$ cat config.mk
export PLATFORM = sky130hd
export DESIGN_NAME = hgq_front
export DESIGN_NICKNAME = d
export VERILOG_FILES = /design/src/sv/hgq_pkg.sv /design/src/sv/hgq_front.sv
export SDC_FILE = /design/constraint.sdc
export NUM_CORES = 1
export LEC_CHECK = 0
export BUFFER_PORTS_ARGS = -buffer_cell sky130_fd_sc_hd__buf_2
export CORE_MARGIN = 2
export CORE_UTILIZATION = 25
export CTS_CLUSTER_DIAMETER = 30
export CTS_CLUSTER_SIZE = 40
export DETAILED_ROUTE_END_ITERATION = 7
export PLACE_DENSITY = 0.56
export SLEW_MARGIN = 25
export SYNTH_ARGS = -nofsm -noshare
export SYNTH_HDL_FRONTEND = slang
export SYNTH_SLANG_ARGS = --single-unit
$ cat constraint.sdc
create_clock -name clk -period 1.8 [get_ports clk]
set_clock_uncertainty 0.05 [all_clocks]
set_input_delay 0.09 -clock clk [delete_from_list [all_inputs] [get_ports clk]]
set_output_delay 0.09 -clock clk [all_outputs]
set_load 0.1 [all_outputs]
$ cat src/sv/hgq_pkg.sv
`timescale 1ns / 1ps
`default_nettype none

package hgq_pkg;

  // Height and register widths
  localparam int HEIGHT_W = 32;
  localparam int LEVEL_CNT_W = 9;
  localparam int ROW_LEN_W = 17;
  localparam int LEVEL_W = 8;

  // Magnitude width of span * (i + 1) and of the divider dividend
  localparam int PROD_W = 42;

  // Hard cap on levels from the 8-bit level field
  localparam int LEVEL_CAP = 256;

  // Header span is divided by this to get the 1% tolerance
  localparam int PERCENT_DIV = 100;

  // Scaled reciprocal of PERCENT_DIV, rounded up; exact for spans below 2^33
  localparam int TOL_SHIFT = 40;
  localparam int RECIP_W = 34;
  localparam logic [RECIP_W-1:0] TOL_RECIP =
    RECIP_W'(((64'd1 << TOL_SHIFT) + 64'(PERCENT_DIV) - 64'd1) / 64'(PERCENT_DIV));

  localparam int DEF_MAX_SAMPLES = 65536;
  localparam int DEF_MAX_LEVELS = 256;

  typedef enum logic [1:0] {
    REG_HEADER_LOW  = 2'd0,
    REG_HEADER_HIGH = 2'd1,
    REG_LEVEL_COUNT = 2'd2,
    REG_ROW_LENGTH  = 2'd3
  } reg_idx_t;

  typedef enum logic {
    OP_LOAD = 1'b0,
    OP_EMIT = 1'b1
  } op_t;

  typedef struct packed {
    op_t                         op;
    logic signed [HEIGHT_W-1:0]  sample;
  } cmd_t;

  typedef struct packed {
    logic signed [HEIGHT_W-1:0]  header_low;
    logic signed [HEIGHT_W-1:0]  header_high;
    logic [LEVEL_CNT_W-1:0]      level_count;
    logic [ROW_LEN_W-1:0]        row_length;
  } cfg_t;

endpackage

`default_nettype wire

$ cat src/sv/hgq_front.sv
`timescale 1ns / 1ps
`default_nettype none

module hgq_front (
  input  wire logic          clk,
  input  wire logic          rst,
  input  wire logic          in_valid,
  output logic               in_ready,
  input  wire logic          action,
  input  wire logic [31:0]   sample,
  output hgq_pkg::cmd_t      cmd,
  output logic               cmd_valid,
  input  wire logic          cmd_pop
);
  import hgq_pkg::*;

  cmd_t       q [2];
  logic       wr_ptr;
  logic       rd_ptr;
  logic [1:0] count;
  logic       push;
  cmd_t       in_cmd;

  // Classify the incoming beat
  always_comb begin
    in_cmd.op = action ? OP_EMIT : OP_LOAD;
    in_cmd.sample = sample;
  end

  assign in_ready = (count != 2'd2);
  assign push = in_valid && in_ready;
  assign cmd_valid = (count != 2'd0);
  assign cmd = q[rd_ptr];

  // Hold up to two classified beats for the back end
  always_ff @(posedge clk) begin
    if (push) begin
      q[wr_ptr] <= in_cmd;
    end
  end

  always_ff @(posedge clk) begin
    if (rst) begin
      wr_ptr <= 1'b0;
      rd_ptr <= 1'b0;
      count <= 2'd0;
    end else begin
      if (push) begin
        wr_ptr <= ~wr_ptr;
      end
      if (cmd_pop) begin
        rd_ptr <= ~rd_ptr;
      end
      count <= count + {1'b0, push} - {1'b0, cmd_pop};
    end
  end

endmodule

`default_nettype wire

==> metrics <==
outcome complete, no violations; core area 0.0103 mm2; largest net degree at the start of global routing 18; Clock Latency Late Sink 330 ps; CTS tree yes; Inserted Diodes 0; Syn Nets 170; post-synthesis sequential area ratio 79.0%; Fmax achieved 0.584 GHz; worst setup margin 87.9 ps; vias in the first global route 1627; CTS sink count 71; final routed DRC violation total 0; Post-synth top flop edfxtp_1; Yosys reg bits 71; WS Path Type reg2out; crit share post-route 95.1%; Initial Util 25.6%; Die H 107 um; Critical Path End Type output port; crit-path max FO 17; Syn Area/Cell 20.0 um2; post-route setup TNS 0 ps; wire length per cell 12.8 um; Lkg Pwr 0.00153 uW; io pins 72; Pwr Density 1220 mW/mm2; minimum clock period 1710 ps; maximum vdd drop 0.542 mV; routed vias/inst 3.94; CTS H-tree depth 3; Slew HR 67.3%; CP Data Arrival Time 1570 ps; global-route wire length before repair 8050 um; via count 1540; Initial DRC Count 49; Core Util, Final 39.7%; Post-synth EDFFs 66; pin slew with the least headroom to its limit 494 ps; Global Route Usage Sum 9.44%; Root Driver clkbuf_8; Syn Std Cell Area 0.00264 mm2; die area 0.0114 mm2; startpoint types flip-flop; DIE WIDTH 107 um; Worst Hold Class in2reg; Worst Path Required 1660 ps; Clock Path Buffers 2; Setup WS pre-CTS 151 ps; DP HPWL 3190 um; antenna violations before repair 0; wirelength, routed 5010 um; Rows 37; final setup fails 0; CTS buffer count 9; nets@finish 288; Gate Count Post-Synth 132; final count of pins violating max slew 0; Layout area overhead 55.0%; RSZ-0062 raised after global routing false; IO buf count 71; global route overflow 0; gpl congestion 0.631; Design Area, Final 0.00409 mm2; Async S/R FF share, synth 0%; Final Hold Fails 0; number of max-cap violations 0; share of layout cells above drive strength 1 47.5%; Placement Cell Area 0.00353 mm2; postcts setup bufs 0; remaining antenna violation count 0; post-synth cell types 23; Clock transition at path regs 70 ps; synthesis warning total 0; iteration count of the initial detailed-routing pass 4
-- worst max-delay path, stage by stage, from the launching register on --
cell     delay (ps)
dfxtp_2         330
buf_4           250
mux2_1          360
buf_2           300
-- stage by stage --
| step | power, uW | hold slack (ps) | cells |
|---|---|---|---|
| global placement | 3590 | 228 | 341 |
| floorplan | 3120 | 109 | 132 |
| detailed placement | 3600 | 231 | 341 |
| global route | 5180 | 49.5 | 391 |
| finish | 4960 | 52.2 | 391 |
| CTS | 5040 | 34.8 | 391 |
-- metal layers --
metal / track usage [%] / wire length, um
met1: 11.3 / 2240
met2: 15.1 / 2390
met3: 3.16 / 278
met4: 5.01 / 100
met5: 0 / 0
-- worst paths after layout --
kind	start	endpoint	slack (ps)	depth (start not counted)
hold / removal	cmd_pop	rd_ptr	50	3
setup reg to reg	count[0]	count[1]	140	6
hold reg to reg	rd_ptr	rd_ptr	470	2
setup / recovery	flip-flop	cmd[12]	90	3
-- cells by family (layout without fill, tap and decap cells) --
group,after synthesis,count (layout),synth area share [%]
AOI/OAI and AO/OA,4,4,1.19
xor gates and xnor gates,2,2,0.665
adders and majority gates,1,1,0.475
buffers and inverters,8,131,1.57
DFF,71,71,79.0
muxes,33,33,14.1
and+or+nand+nor,13,13,2.99
-- layout by cell type (no fill, tap or decap), drive strengths merged, types with 3 or more instances in the layout --
cell	Yosys	layout
clkinvlp	0	3
dfxtp	5	5
edfxtp	66	66
nor2	3	3
buf	3	76
clkbuf	1	11
inv	4	3
mux2	33	33
dlygate4sd3	0	34
-- timing repair --
action | 4_1_cts | 5_1_grt
endpoints found under the hold margin | 70 | 0
resized for setup | 0 | 2
hold buffers | 34 | 0
endpoints found under the setup margin | 0 | 2
-- layout make-up --
cell class,count,area (um2)
Multi-Input combinational cell,53,527
Tap cell,136,170
Clock inverter,6,85.1
Clock buffer,10,128
Inverter,4,18.8
Fill cell,979,6190
Sequential cell,71,2080
Timing Repair Buffer,111,1070
-- cells in the mapped netlist, types with 2 or more instances --
cell type | instances | area, um2
inv_1 | 4 | 15.0
mux2_2 | 22 | 248
nand4_1 | 2 | 12.5
dfxtp_1 | 5 | 100
nor2_1 | 3 | 11.3
buf_4 | 3 | 22.5
edfxtp_1 | 66 | 1980
mux2_1 | 11 | 124
xnor2_1 | 2 | 17.5
-- flip-flops by register name (all words and copies together), names as in the netlist, named ones only --
register,count
count,2
q,66
wr_ptr,1
rd_ptr,1
-- where the power goes --
group | leakage (uW) | total, uW | internal [uW] | switching [uW]
clock | 0.000102 | 1360 | 776 | 581
combinational | 0.000765 | 1600 | 503 | 1100
sequential | 0.000658 | 2010 | 1970 | 38.3
total | 0.00153 | 4960 | 3250 | 1720
Power figures use the tool's default switching activity.
